### config.mk
export PLATFORM = sky130hd
export DESIGN_NAME = pes_header_parser
export DESIGN_NICKNAME = d
export VERILOG_FILES = /design/src/sv/pes_hdr_pkg.sv /design/src/sv/pes_header_parser.sv /design/src/sv/pes_hdr_core.sv /design/src/sv/pes_hdr_outreg.sv
export VERILOG_INCLUDE_DIRS = /design/src /design/src/sv
export SDC_FILE = /design/constraint.sdc
export NUM_CORES = 1
export LEC_CHECK = 0
export BUFFER_PORTS_ARGS = -buffer_cell sky130_fd_sc_hd__buf_4
export CAP_MARGIN = 20
export CORE_UTILIZATION = 45
export CTS_CLUSTER_DIAMETER = 80
export DETAILED_ROUTE_END_ITERATION = 10
export PLACE_DENSITY = 0.67
export SLEW_MARGIN = 20
export SYNTH_ARGS = -nofsm -noshare
export SYNTH_HDL_FRONTEND = slang
export SYNTH_SLANG_ARGS = --single-unit
### constraint.sdc
create_clock -name clock -period 5.8 [get_ports clock]
set_input_delay 0.58 -clock clock [delete_from_list [all_inputs] [get_ports clock]]
set_output_delay 0.58 -clock clock [all_outputs]
set_load 0.02 [all_outputs]
### src/sv/pes_header_parser_assert.svh
// assertion macros for the pes header parser rtl
// no dependencies; included by files that carry concurrent checks
`ifndef PES_HEADER_PARSER_ASSERT_SVH
`define PES_HEADER_PARSER_ASSERT_SVH

// same-cycle implication, disabled in reset
`define PES_ASSERT_NOW(label, clk, rst, ante, cons) \
   label: assert property (@(posedge clk) disable iff (rst) (ante) |-> (cons)) \
      else $error("pes header parser check failed");

// next-cycle implication, disabled in reset
`define PES_ASSERT_NEXT(label, clk, rst, ante, cons) \
   label: assert property (@(posedge clk) disable iff (rst) (ante) |=> (cons)) \
      else $error("pes header parser check failed");

`endif

### src/sv/pes_hdr_pkg.sv
// types, constants and helper functions for the pes header parser
// no dependencies; imported by every rtl module of the block
`default_nettype none

package pes_hdr_pkg;

   typedef struct packed {
      logic [7:0] in_byte;
      logic       packet_start;
   } req_type;

   typedef struct packed {
      logic [2:0]  status;
      logic [7:0]  sid_byte;
      logic [15:0] packet_length;
      logic [8:0]  header_length;
      logic [5:0]  byte6_flags;
      logic [7:0]  byte7_flags;
      logic [7:0]  header_data_length;
      logic        has_pts;
      logic [32:0] pts_value;
      logic        has_dts;
      logic [32:0] dts_value;
   } rsp_type;

   typedef enum logic [2:0] {
      STATUS_OK        = 3'd0,
      STATUS_BAD_START = 3'd1,
      STATUS_BAD_FIXED = 3'd2,
      STATUS_FORBIDDEN = 3'd3,
      STATUS_SHORT     = 3'd4,
      STATUS_BAD_TS    = 3'd5
   } status_type;

   localparam logic [4:0] POS_START_LAST = 5'd2;
   localparam logic [4:0] POS_STREAM_ID  = 5'd3;
   localparam logic [4:0] POS_LEN_HI     = 5'd4;
   localparam logic [4:0] POS_LEN_LO     = 5'd5;
   localparam logic [4:0] POS_FLAGS6     = 5'd6;
   localparam logic [4:0] POS_FLAGS7     = 5'd7;
   localparam logic [4:0] POS_DATA_LEN   = 5'd8;
   localparam logic [4:0] POS_PTS_FIRST  = 5'd9;
   localparam logic [4:0] POS_PTS_LAST   = 5'd13;
   localparam logic [4:0] POS_DTS_FIRST  = 5'd14;
   localparam logic [4:0] POS_DTS_LAST   = 5'd18;

   localparam logic [23:0] START_CODE     = 24'h000001;
   localparam logic [1:0]  FIXED_BITS     = 2'b10;
   localparam logic [1:0]  PD_FORBIDDEN   = 2'b01;
   localparam logic [1:0]  PD_PTS_ONLY    = 2'b10;
   localparam logic [1:0]  PD_PTS_DTS     = 2'b11;
   localparam logic [1:0]  PD_NONE        = 2'b00;
   localparam logic [3:0]  PREFIX_PTS     = 4'b0010;
   localparam logic [3:0]  PREFIX_PTS_DTS = 4'b0011;
   localparam logic [3:0]  PREFIX_DTS     = 4'b0001;
   localparam logic [7:0]  MIN_DL_PTS     = 8'd5;
   localparam logic [7:0]  MIN_DL_PTS_DTS = 8'd10;
   localparam logic [8:0]  HDR_LEN_BASE   = 9'd6;
   localparam logic [8:0]  HDR_LEN_OPT    = 9'd9;

   localparam logic [2:0] TS_IDX_0 = 3'd0;
   localparam logic [2:0] TS_IDX_1 = 3'd1;
   localparam logic [2:0] TS_IDX_2 = 3'd2;
   localparam logic [2:0] TS_IDX_3 = 3'd3;

   function automatic logic has_optional_header(input logic [7:0] sid);
      logic res;
      case (sid)
         8'hBC, 8'hBE, 8'hBF, 8'hF0, 8'hF1, 8'hF2, 8'hF8, 8'hFF: res = 1'b0;
         default: res = 1'b1;
      endcase
      return res;
   endfunction

   function automatic logic ts_byte_ok(input logic [2:0] idx, input logic [7:0] b,
                                       input logic [3:0] prefix);
      logic res;
      case (idx)
         TS_IDX_0: res = (b[7:4] == prefix) && b[0];
         TS_IDX_1, TS_IDX_3: res = 1'b1;
         default: res = b[0];
      endcase
      return res;
   endfunction

   function automatic logic [32:0] ts_merge(input logic [32:0] acc, input logic [2:0] idx,
                                            input logic [7:0] b);
      logic [32:0] res;
      res = acc;
      case (idx)
         TS_IDX_0: res[32:30] = acc[32:30] | b[3:1];
         TS_IDX_1: res[29:22] = acc[29:22] | b;
         TS_IDX_2: res[21:15] = acc[21:15] | b[7:1];
         TS_IDX_3: res[14:7]  = acc[14:7] | b;
         default:  res[6:0]   = acc[6:0] | b[7:1];
      endcase
      return res;
   endfunction

endpackage

`default_nettype wire

### src/sv/pes_header_parser.sv
// pes packet header parser top level
// depends on pes_hdr_pkg, pes_hdr_core and pes_hdr_outreg
//
// usage:
//   req_ channel carries one packet byte per beat plus a start flag that marks
//   the first byte of a packet; the flag restarts parsing at any point
//   rsp_ channel carries one result per packet: the decoded header when it is
//   complete, or the status of the first check that fails
//   bytes after a result are dropped until the next start flag
// result timing: a result appears on rsp_valid in the cycle after the beat that
//   completes or breaks the header
// throughput: one byte per cycle unless stalled; the field-update logic sits
//   between the parser state and the result register
// stall: while a result waits and rsp_ready is low, req_ready is low; when
//   rsp_ready is high a new byte is taken in the same cycle the result leaves
// reset: synchronous; clears the result valid flag and leaves the parser
//   waiting for a start flag
`default_nettype none

module pes_header_parser (
   input  wire logic                 clock,
   input  wire logic                 reset,
   input  wire logic                 req_valid,
   output logic                      req_ready,
   input  wire pes_hdr_pkg::req_type req_data,
   output logic                      rsp_valid,
   input  wire logic                 rsp_ready,
   output pes_hdr_pkg::rsp_type      rsp_data
);
   import pes_hdr_pkg::*;

   logic    beat_accept;
   logic    emit;
   rsp_type result;
   logic    can_take;

   assign req_ready   = can_take;
   assign beat_accept = req_valid && can_take;

   pes_hdr_core u_core (
      .clock       (clock),
      .reset       (reset),
      .beat_accept (beat_accept),
      .beat        (req_data),
      .emit        (emit),
      .result      (result)
   );

   pes_hdr_outreg u_outreg (
      .clock     (clock),
      .reset     (reset),
      .emit      (emit),
      .result    (result),
      .can_take  (can_take),
      .rsp_valid (rsp_valid),
      .rsp_ready (rsp_ready),
      .rsp_data  (rsp_data)
   );

endmodule

`default_nettype wire

### src/sv/pes_hdr_core.sv
// per-beat header field capture, checks and result build
// depends on pes_hdr_pkg and pes_header_parser_assert.svh
`default_nettype none
`include "pes_header_parser_assert.svh"

module pes_hdr_core (
   input  wire logic                clock,
   input  wire logic                reset,
   input  wire logic                beat_accept,
   input  wire pes_hdr_pkg::req_type beat,
   output logic                     emit,
   output pes_hdr_pkg::rsp_type     result
);
   import pes_hdr_pkg::*;

   logic [4:0]  pos_ff, pos_in;
   logic        fin_ff, fin_in;
   logic [15:0] sc_ff, sc_in;
   logic [7:0]  id_ff, id_in;
   logic [15:0] len_ff, len_in;
   logic [13:0] flags_ff, flags_in;
   logic [7:0]  dl_ff, dl_in;
   logic [32:0] pts_ff, pts_in;
   logic [32:0] dts_ff, dts_in;

   logic [4:0]  base_pos;
   logic [15:0] base_sc;
   logic [7:0]  base_id;
   logic [15:0] base_len;
   logic [13:0] base_flags;
   logic [7:0]  base_dl;
   logic [32:0] base_pts, base_dts;
   logic        live;
   logic [1:0]  pd;
   logic [7:0]  b;
   logic [2:0]  pts_idx, dts_idx;
   status_type  status;
   logic        got_hdr, pts_ok, dts_ok;
   logic        idle_mid_beat, at_dts_last;

   always_comb begin
      b          = beat.in_byte;
      live       = beat_accept && (beat.packet_start || !fin_ff);
      base_pos   = beat.packet_start ? '0 : pos_ff;
      base_sc    = beat.packet_start ? '0 : sc_ff;
      base_id    = beat.packet_start ? '0 : id_ff;
      base_len   = beat.packet_start ? '0 : len_ff;
      base_flags = beat.packet_start ? '0 : flags_ff;
      base_dl    = beat.packet_start ? '0 : dl_ff;
      base_pts   = beat.packet_start ? '0 : pts_ff;
      base_dts   = beat.packet_start ? '0 : dts_ff;
      pd         = base_flags[13:12];
      pts_idx    = 3'(base_pos - POS_PTS_FIRST);
      dts_idx    = 3'(base_pos - POS_DTS_FIRST);

      pos_in   = pos_ff;
      fin_in   = fin_ff;
      sc_in    = sc_ff;
      id_in    = id_ff;
      len_in   = len_ff;
      flags_in = flags_ff;
      dl_in    = dl_ff;
      pts_in   = pts_ff;
      dts_in   = dts_ff;
      emit     = 1'b0;
      status   = STATUS_OK;
      got_hdr  = 1'b0;
      pts_ok   = 1'b0;
      dts_ok   = 1'b0;

      if (live) begin
         pos_in   = base_pos + 5'd1;
         fin_in   = 1'b0;
         sc_in    = base_sc;
         id_in    = base_id;
         len_in   = base_len;
         flags_in = base_flags;
         dl_in    = base_dl;
         pts_in   = base_pts;
         dts_in   = base_dts;
         case (base_pos)
            POS_STREAM_ID: begin
               id_in = b;
            end
            POS_LEN_HI: begin
               len_in = {b, 8'd0};
            end
            POS_LEN_LO: begin
               len_in = {base_len[15:8], b};
               if (!has_optional_header(base_id)) begin
                  emit = 1'b1;
               end
            end
            POS_FLAGS6: begin
               if (b[7:6] != FIXED_BITS) begin
                  emit   = 1'b1;
                  status = STATUS_BAD_FIXED;
               end else begin
                  flags_in = {base_flags[13:6], b[5:0]};
               end
            end
            POS_FLAGS7: begin
               flags_in = {b, base_flags[5:0]};
            end
            POS_DATA_LEN: begin
               dl_in   = b;
               got_hdr = 1'b1;
               if (pd == PD_FORBIDDEN) begin
                  emit   = 1'b1;
                  status = STATUS_FORBIDDEN;
               end else if ((pd == PD_PTS_ONLY && b < MIN_DL_PTS) ||
                            (pd == PD_PTS_DTS && b < MIN_DL_PTS_DTS)) begin
                  emit   = 1'b1;
                  status = STATUS_SHORT;
               end else if (pd == PD_NONE) begin
                  emit = 1'b1;
               end
            end
            default: begin
               if (base_pos <= POS_START_LAST) begin
                  sc_in = {base_sc[7:0], b};
                  if (base_pos == POS_START_LAST && {base_sc, b} != START_CODE) begin
                     emit   = 1'b1;
                     status = STATUS_BAD_START;
                  end
               end else if (base_pos inside {[POS_PTS_FIRST:POS_PTS_LAST]}) begin
                  got_hdr = 1'b1;
                  if (!ts_byte_ok(pts_idx, b,
                                  (pd == PD_PTS_DTS) ? PREFIX_PTS_DTS : PREFIX_PTS)) begin
                     emit   = 1'b1;
                     status = STATUS_BAD_TS;
                  end else begin
                     pts_in = ts_merge(base_pts, pts_idx, b);
                     if (base_pos == POS_PTS_LAST && pd == PD_PTS_ONLY) begin
                        emit   = 1'b1;
                        pts_ok = 1'b1;
                     end
                  end
               end else if (base_pos inside {[POS_DTS_FIRST:POS_DTS_LAST]}) begin
                  got_hdr = 1'b1;
                  pts_ok  = 1'b1;
                  if (!ts_byte_ok(dts_idx, b, PREFIX_DTS)) begin
                     emit   = 1'b1;
                     status = STATUS_BAD_TS;
                  end else begin
                     dts_in = ts_merge(base_dts, dts_idx, b);
                     if (base_pos == POS_DTS_LAST) begin
                        emit   = 1'b1;
                        dts_ok = 1'b1;
                     end
                  end
               end else begin
                  fin_in = 1'b1;
               end
            end
         endcase
         if (emit) begin
            fin_in = 1'b1;
         end
      end
   end

   always_comb begin
      result.status             = status;
      result.sid_byte           = id_in;
      result.packet_length      = len_in;
      result.header_length      = got_hdr ? HDR_LEN_OPT + {1'b0, dl_in} : HDR_LEN_BASE;
      result.byte6_flags        = flags_in[5:0];
      result.byte7_flags        = flags_in[13:6];
      result.header_data_length = dl_in;
      result.has_pts            = pts_ok;
      result.pts_value          = pts_ok ? pts_in : '0;
      result.has_dts            = dts_ok;
      result.dts_value          = dts_ok ? dts_in : '0;
   end

   always_ff @(posedge clock) begin
      if (reset) begin
         pos_ff   <= '0;
         fin_ff   <= 1'b1;
         sc_ff    <= '0;
         id_ff    <= '0;
         len_ff   <= '0;
         flags_ff <= '0;
         dl_ff    <= '0;
         pts_ff   <= '0;
         dts_ff   <= '0;
      end else begin
         pos_ff   <= pos_in;
         fin_ff   <= fin_in;
         sc_ff    <= sc_in;
         id_ff    <= id_in;
         len_ff   <= len_in;
         flags_ff <= flags_in;
         dl_ff    <= dl_in;
         pts_ff   <= pts_in;
         dts_ff   <= dts_in;
      end
   end

   always_comb begin
      idle_mid_beat = beat_accept && !beat.packet_start && fin_ff;
      at_dts_last   = (pos_ff == POS_DTS_LAST) && !beat.packet_start;
   end

   // a result always closes the packet
   `PES_ASSERT_NEXT(a_emit_closes, clock, reset, emit, fin_ff)
   // idle parser stays silent on mid-packet beats
   `PES_ASSERT_NOW(a_idle_silent, clock, reset, idle_mid_beat, !emit)
   // a decoded dts only appears on the last timestamp beat
   `PES_ASSERT_NOW(a_dts_last, clock, reset, emit && result.has_dts, at_dts_last)

endmodule

`default_nettype wire

### src/sv/pes_hdr_outreg.sv
// result register with valid/ready handshake toward the receiver
// depends on pes_hdr_pkg
`default_nettype none

module pes_hdr_outreg (
   input  wire logic                 clock,
   input  wire logic                 reset,
   input  wire logic                 emit,
   input  wire pes_hdr_pkg::rsp_type result,
   output logic                      can_take,
   output logic                      rsp_valid,
   input  wire logic                 rsp_ready,
   output pes_hdr_pkg::rsp_type      rsp_data
);
   import pes_hdr_pkg::*;

   logic    valid_ff, valid_in;
   rsp_type data_ff, data_in;

   always_comb begin
      can_take = !valid_ff || rsp_ready;
      valid_in = valid_ff;
      data_in  = data_ff;
      if (can_take) begin
         valid_in = emit;
         if (emit) begin
            data_in = result;
         end
      end
   end

   always_ff @(posedge clock) begin
      if (reset) begin
         valid_ff <= 1'b0;
      end else begin
         valid_ff <= valid_in;
      end
   end

   always_ff @(posedge clock) begin
      data_ff <= data_in;
   end

   assign rsp_valid = valid_ff;
   assign rsp_data  = data_ff;

endmodule

`default_nettype wire

* After elaboration in Yosys (flattened, before gate mapping) *
Cells that the tools add are included.
W data, S select, Z words.

storage, ports and cells
  bits in registers = 261
  input bits = 13
  output and inout port bits = 128
  word-level logic and storage cells = 202

cells by class
  add/subtract/negate cells = 4
  order comparisons = 7
  eq/ne operators = 30
  mux-type cells = 102
  bitwise logic cells = 10
  reduce and logical (&&, ||, !) cells = 28

operators by type and width
  operator               count
  $mux W33               13
  $mux W16               5
  $mux W8                10
  $eq A8 B8 Y1 const B   8
  $mux W1                49
  $or A8 B8 Y8           4
  $pmux W16 S2           1
  $mux W14               2
  $mux W7                4
  $or A7 B7 Y7           4
  $pmux W14 S2           1
  $mux W3                9
  $ne A24 B1 Y1 const B  1
  $eq A5 B3 Y1 const B   4
  $eq A3 B2 Y1 const B   4
  $reduce_or A4 Y1       3
  $eq A5 B2 Y1 const B   2
  $eq A5 B4 Y1 const B   2
  $ge A5 B4 Y1 const B   2
  $logic_and A1 B1 Y1    10
  $add A4 B8 Y9 const A  1
  $pmux W3 S3            1
  $lt A8 B3 Y1 const B   1
  $lt A8 B4 Y1 const B   1
  other kinds (29)       39

* Logic depth before layout (Yosys ltp) *
  depth in word-level cells = 18
  gate-level depth with buffers = 17
  gate-level depth less buffers = 11

* Hierarchy *
From an unflattened synthesis, not the netlist that was laid out.

second synthesis, totals
  cells, all modules = 958
  area, all modules = 10521.3 µm²

by module, submodules not included
  module             times used  cells an instance  area each (µm²)  seq. area each (µm²)
  pes_hdr_core       1           826                6676.4           2682.6
  pes_hdr_outreg     1           131                3838.7           3803.6
  pes_header_parser  1           1                  6.3              0.0

* Worst setup path after synthesis *
Ideal clock, no wire load.

  path kind = in2reg
  from = input port req_data[0] (netlist bit)
  to = register u_outreg.data_ff, in the netlist u_outreg.rsp_data[0], enable pin
  library setup time = 478 ps
  arrival time = 5557 ps
  data required time = 5322 ps
  setup slack = -235 ps
  cell stages on the path = 12
  path buffers = 3
  cells stage by stage = buf_2 -> clkbuf_1 -> clkbuf_1 -> nand2b_1 -> inv_1 -> ha_1 -> or4_4 -> a22o_1 -> nor2_1 -> nor4b_1 -> nand3b_1 -> inv_1

between the ends
  word-level cells in the longest chain between the ends = 18
  elaborated cells on any way between the ends = 85
  those cells by class = add/sub (2); order compare (5); eq/ne (26); mux (34); reduce/logical (18)

ends and longest elaborated chain
  what                                                 line                     text
  start: declaration                                   pes_header_parser.sv:25  input wire pes_hdr_pkg::req_type req_data,
  $mux W5                                              pes_hdr_core.sv:44       base_pos = beat.packet_start ? '0 : pos_ff;
  $sub A3 B3 Y3                                        pes_hdr_core.sv:54       dts_idx = 3'(base_pos - POS_DTS_FIRST);
  $eq A3 B1 Y1 / $eq A3 B2 Y1 (equally long branches)  pes_hdr_pkg.sv:78        case (idx)
  $reduce_or A2 Y1                                     pes_hdr_pkg.sv:78
  $pmux W1 S2                                          pes_hdr_pkg.sv:78
  $mux W1                                              pes_hdr_core.sv:139      end else if (base_pos inside {[POS_DTS_FIRST:POS_DTS_LAST]}) begin
  $mux W1                                              pes_hdr_core.sv:126      end else if (base_pos inside {[POS_PTS_FIRST:POS_PTS_LAST]}) begin
  $mux W1                                              pes_hdr_core.sv:120      if (base_pos <= POS_START_LAST) begin
  [2 not listed]                                       -
  $mux W1                                              pes_hdr_core.sv:142      if (!ts_byte_ok(dts_idx, b, PREFIX_DTS)) begin
  $mux W1                                              pes_hdr_core.sv:139
  $mux W1                                              pes_hdr_core.sv:126
  $mux W1                                              pes_hdr_core.sv:120
  $pmux W1 S4                                          pes_hdr_core.sv:81       case (base_pos)
  $mux W1                                              pes_hdr_core.sv:71       if (live) begin
  $mux W1 *                                            pes_hdr_core.sv:71
  $reduce_and A2 Y1 (no source line) *                 -
  end signal: assignment                               pes_hdr_outreg.sv:41     data_ff <= data_in;
  end: declaration                                     pes_hdr_outreg.sv:18     rsp_type data_ff, data_in;

Every way passes the cells marked *; elsewhere a longest branch is shown, timed or not. The select of a mux whose other input is x is not followed.
A chain may end at the register's enable or synchronous reset.

* Final worst setup path *
  from = register u_core.pos_ff[0]
  to = register u_outreg.data_ff, in the netlist u_outreg.rsp_data[121], enable pin

between the ends
  elaborated cells on any way between the ends = 53
  those cells by class = add/sub (2); order compare (5); eq/ne (13); mux (23); reduce/logical (10)

RTL lines
  what                                                 line                 text
  start: declaration                                   pes_hdr_core.sv:16   logic [4:0] pos_ff, pos_in;
  start signal: assignment                             pes_hdr_core.sv:189  pos_ff <= pos_in;
  $mux W5 *                                            pes_hdr_core.sv:44
  $sub A3 B1 Y3 *                                      pes_hdr_core.sv:53   pts_idx = 3'(base_pos - POS_PTS_FIRST);
  named net u_core.pts_idx[0]                          pes_hdr_core.sv:36   logic [2:0] pts_idx, dts_idx;
  $eq A3 B1 Y1 / $eq A3 B2 Y1 (equally long branches)  pes_hdr_pkg.sv:78
  $reduce_or A2 Y1                                     pes_hdr_pkg.sv:78
  $pmux W1 S2 *                                        pes_hdr_pkg.sv:78
  $mux W1 *                                            pes_hdr_core.sv:126
  $mux W1 *                                            pes_hdr_core.sv:120
  $mux W1 *                                            pes_hdr_core.sv:81
  $mux W1 *                                            pes_hdr_core.sv:71
  $mux W1 *                                            pes_hdr_core.sv:128  if (!ts_byte_ok(pts_idx, b,
  $mux W1 *                                            pes_hdr_core.sv:126
  $mux W1 *                                            pes_hdr_core.sv:120
  $pmux W1 S4 *                                        pes_hdr_core.sv:81
  $mux W1 * (2 in a row)                               pes_hdr_core.sv:71
  $reduce_and A2 Y1 (no source line) *                 -

The timed path passes the listed nets; every way through them passes the cells marked *. The select of a mux whose other input is x is not followed.

==> metrics.txt <==
DRT Pass-1 Iters=5; CTS max path bufs=3; die footprint=23770 um2; FP Rows=55; arrival time at the worst endpoint=4740 ps; Mapped Nets=between 900 and 1000; Power Dens Cells=300.9 nW/um2; vias in the first global route=7136; predominant post-synthesis flop cell=dfxtp_1; Syn-to-layout area delta=20.53%; ANT nets after route=0; asr flop ratio synth=0%; Chip Width=around 150 um; number of max-cap violations=0; post-cts sizing count=0; run status=complete, no violations; Syn Area/Cell=about 11 um2; Starting Density=45.89%; Clk pin slew, worst setup/hold paths=60 ps; min cycle time layout=4515 ps; GRT Util Overall=21.19%; Initial DRC Count=around 520; layout cell share with drive strength beyond 1=19.76%; Max Clk Rate=around 220 MHz; Post-Syn Instances=930; initial antenna violation count=0; DIE HEIGHT=154.2 um; Leakage=4.280 nW; Skew-Pair Late Insertion Delay=530 ps; CP Class=register to register; Overflow after GRT=0; Post-synth EDFFs=between 100 and 150; CTS root buf=clkbuf_16; final WL=25.37 mm; Final Hold Fails=0; first-pass GRT wire length=between 30 and 40 mm; post-cts hold buffer count=0; # diodes=0; Syn Std Cell Area=10420 um2; final cell count without fillers=1358; final worst-path cycle share=77.85%; Slew @ Worst Pin=990.2 ps; drt wl/cell=18.68 um; largest net degree at the start of global routing=81; Slew Limit Headroom=33.44%; register area share after synthesis=62.24%; Seq cells post-synth=roughly 260; Max Slew Vio Count=0; Critical Path Source Type=register; I/O Pins=141; Final Setup Violations=0; buffers added on ports=140; Cell variety after synth=65; path type of the worst min-delay path=primary input to register; Clock H-tree levels=1; TritonCTS Buffers=26; Hold Slack=around 420 ps; synth top area cells=edfxtp_1 36%, dfxtp_1 26%, a22o_1 4.3%; worst path required time=6020 ps; share of the synthesized area in the top cell type=36.31%; nets=1078; Setup WS pre-CTS=about 930 ps; Final HPWL DP=roughly 17 mm; largest area contributor in the netlist=edfxtp_1; Placed Cells=1309; Core Box Area=between 20000 and 25000 um2; Clock Sinks=261; Final Skew=11.79 ps; final worst slack=1285 ps; Max IR drop VDD=143.2 uV; setup bufs post-CTS=0; critical path capture point type=register; CTS tree=done; vias=7559; GPL Wtd Cong=0.9274; Ys Warns=0; FILL cells=1970; Crit Path Max Fanout=39; post-DR vias/cell=5.566; DRC=0; setup TNS=0 ps; RSZ-0062 raised after global routing=no; Finished Core Util=55.31%
logic make-up after synthesis:
kind of cell / after synthesis / share of synthesized area (%)
AND/OR/NAND/NOR: 364 / 18.15
buffers and inverters: 70 / 2.845
adder cells (fa/ha/maj): 13 / 1.537
flip-flops: 261 / 62.24
XOR/XNOR: 4 / 0.3362
AO/OA/AOI/OAI: 218 / 14.89
final timing paths:
kind / startpoint / end / slack (ps) / depth (start not counted)
hold reg to reg: u_core.dts_ff[7] / u_core.dts_ff[7] / 460 / 2
setup / recovery: u_core.pos_ff[0] / u_outreg.rsp_data[121] / 1280 / 10
setup reg to reg: u_core.pos_ff[0] / u_outreg.rsp_data[121] / 1280 / 10
hold / removal: req_data[7] / u_core.sc_ff[6] / 420 / 3
sequential cells by signal, indices dropped and copies added (netlist names):
| name | flops |
|---|---|
| u_core.fin_ff | 1 |
| u_core.pts_ff | 33 |
| u_outreg.rsp_data | 126 |
| u_core.id_ff | 8 |
| u_core.pos_ff | 5 |
| u_core.sc_ff | 16 |
| u_core.dl_ff | 8 |
| u_outreg.rsp_valid | 1 |
| u_core.dts_ff | 33 |
| u_core.len_ff | 16 |
| u_core.flags_ff | 14 |
report_power, final:
| part | switching [mW] | leakage (nW) | total, mW | internal, mW |
|---|---|---|---|---|
| sequential | 0.00716 | 2.00 | 1.93 | 1.93 |
| clock | 0.676 | 0.433 | 1.70 | 1.03 |
| combinational | 0.104 | 1.84 | 0.142 | 0.0380 |
Yosys cell counts (9+ instances only):
master / number
ha_1: 12
o21ai_1: 13
edfxtp_1: 126
nand2_1: 71
inv_1: 13
nor2b_1: 66
clkbuf_1: 43
a22oi_1: 41
and2_1: 26
nor2_1: 117
nor3_1: 11
dfxtp_1: 135
buf_2: 9
a21oi_1: 21
nand3_1: 10
o21ai_0: 42
a22o_1: 51
o31ai_1: 9
cells in the final DEF, fill, tap and decap left out, drive strengths merged, types with 11 or more instances in the layout:
cell type and instances:
nand3 11, a22oi 41, a21oi 22, nand2 72, ha 12, and2 26
a22o 51, clkbuf 37, nor2 118, buf 150, edfxtp 126, dfxtp 135
inv 14, nor3 13, nor2b 66, o21ai 55
metal layers:
metal / share of wire [%] / wire (um) / GRT usage (%)
met5: 0 / 0 / 0
met4: 1.2 / 293 / 4.714
met3: 6.5 / 1657 / 3.418
met2: 47 / 12000 / 34.39
met1: 45 / 11410 / 29.85
worst max-delay path: stages (launching register included):
cell and delay, ps:
dfxtp_1 470, nor2b_1 440, inv_1 190, ha_1 430, or4_4 570, a22o_1 250
nor2_1 230, or4b_1 460, nand3b_1 200, clkinvlp_4 470, buf_4 480
through the flow:
stage / instance area [um2] / power (mW)
CTS: 12550 / 3.809
global route: 12560 / 3.891
finish: 12560 / 3.779
floorplan: 10430 / 2.059
detailed placement: 11680 / 2.113
global placement: 11680 / 2.114
cell type report:
type / instances / area, um2 / area share (%)
inverter: 15 / 60.06 / 0.4781
timing repair buffer: 150 / 1126 / 8.965
clock inverter: 11 / 132.6 / 1.056
clock buffer: 37 / 744.5 / 5.927
multi-input combinational: 599 / 3655 / 29.10
sequential: 261 / 6486 / 51.64
tap: 285 / 356.6 / 2.839
Note: power is estimated with default switching activity, not from simulation.
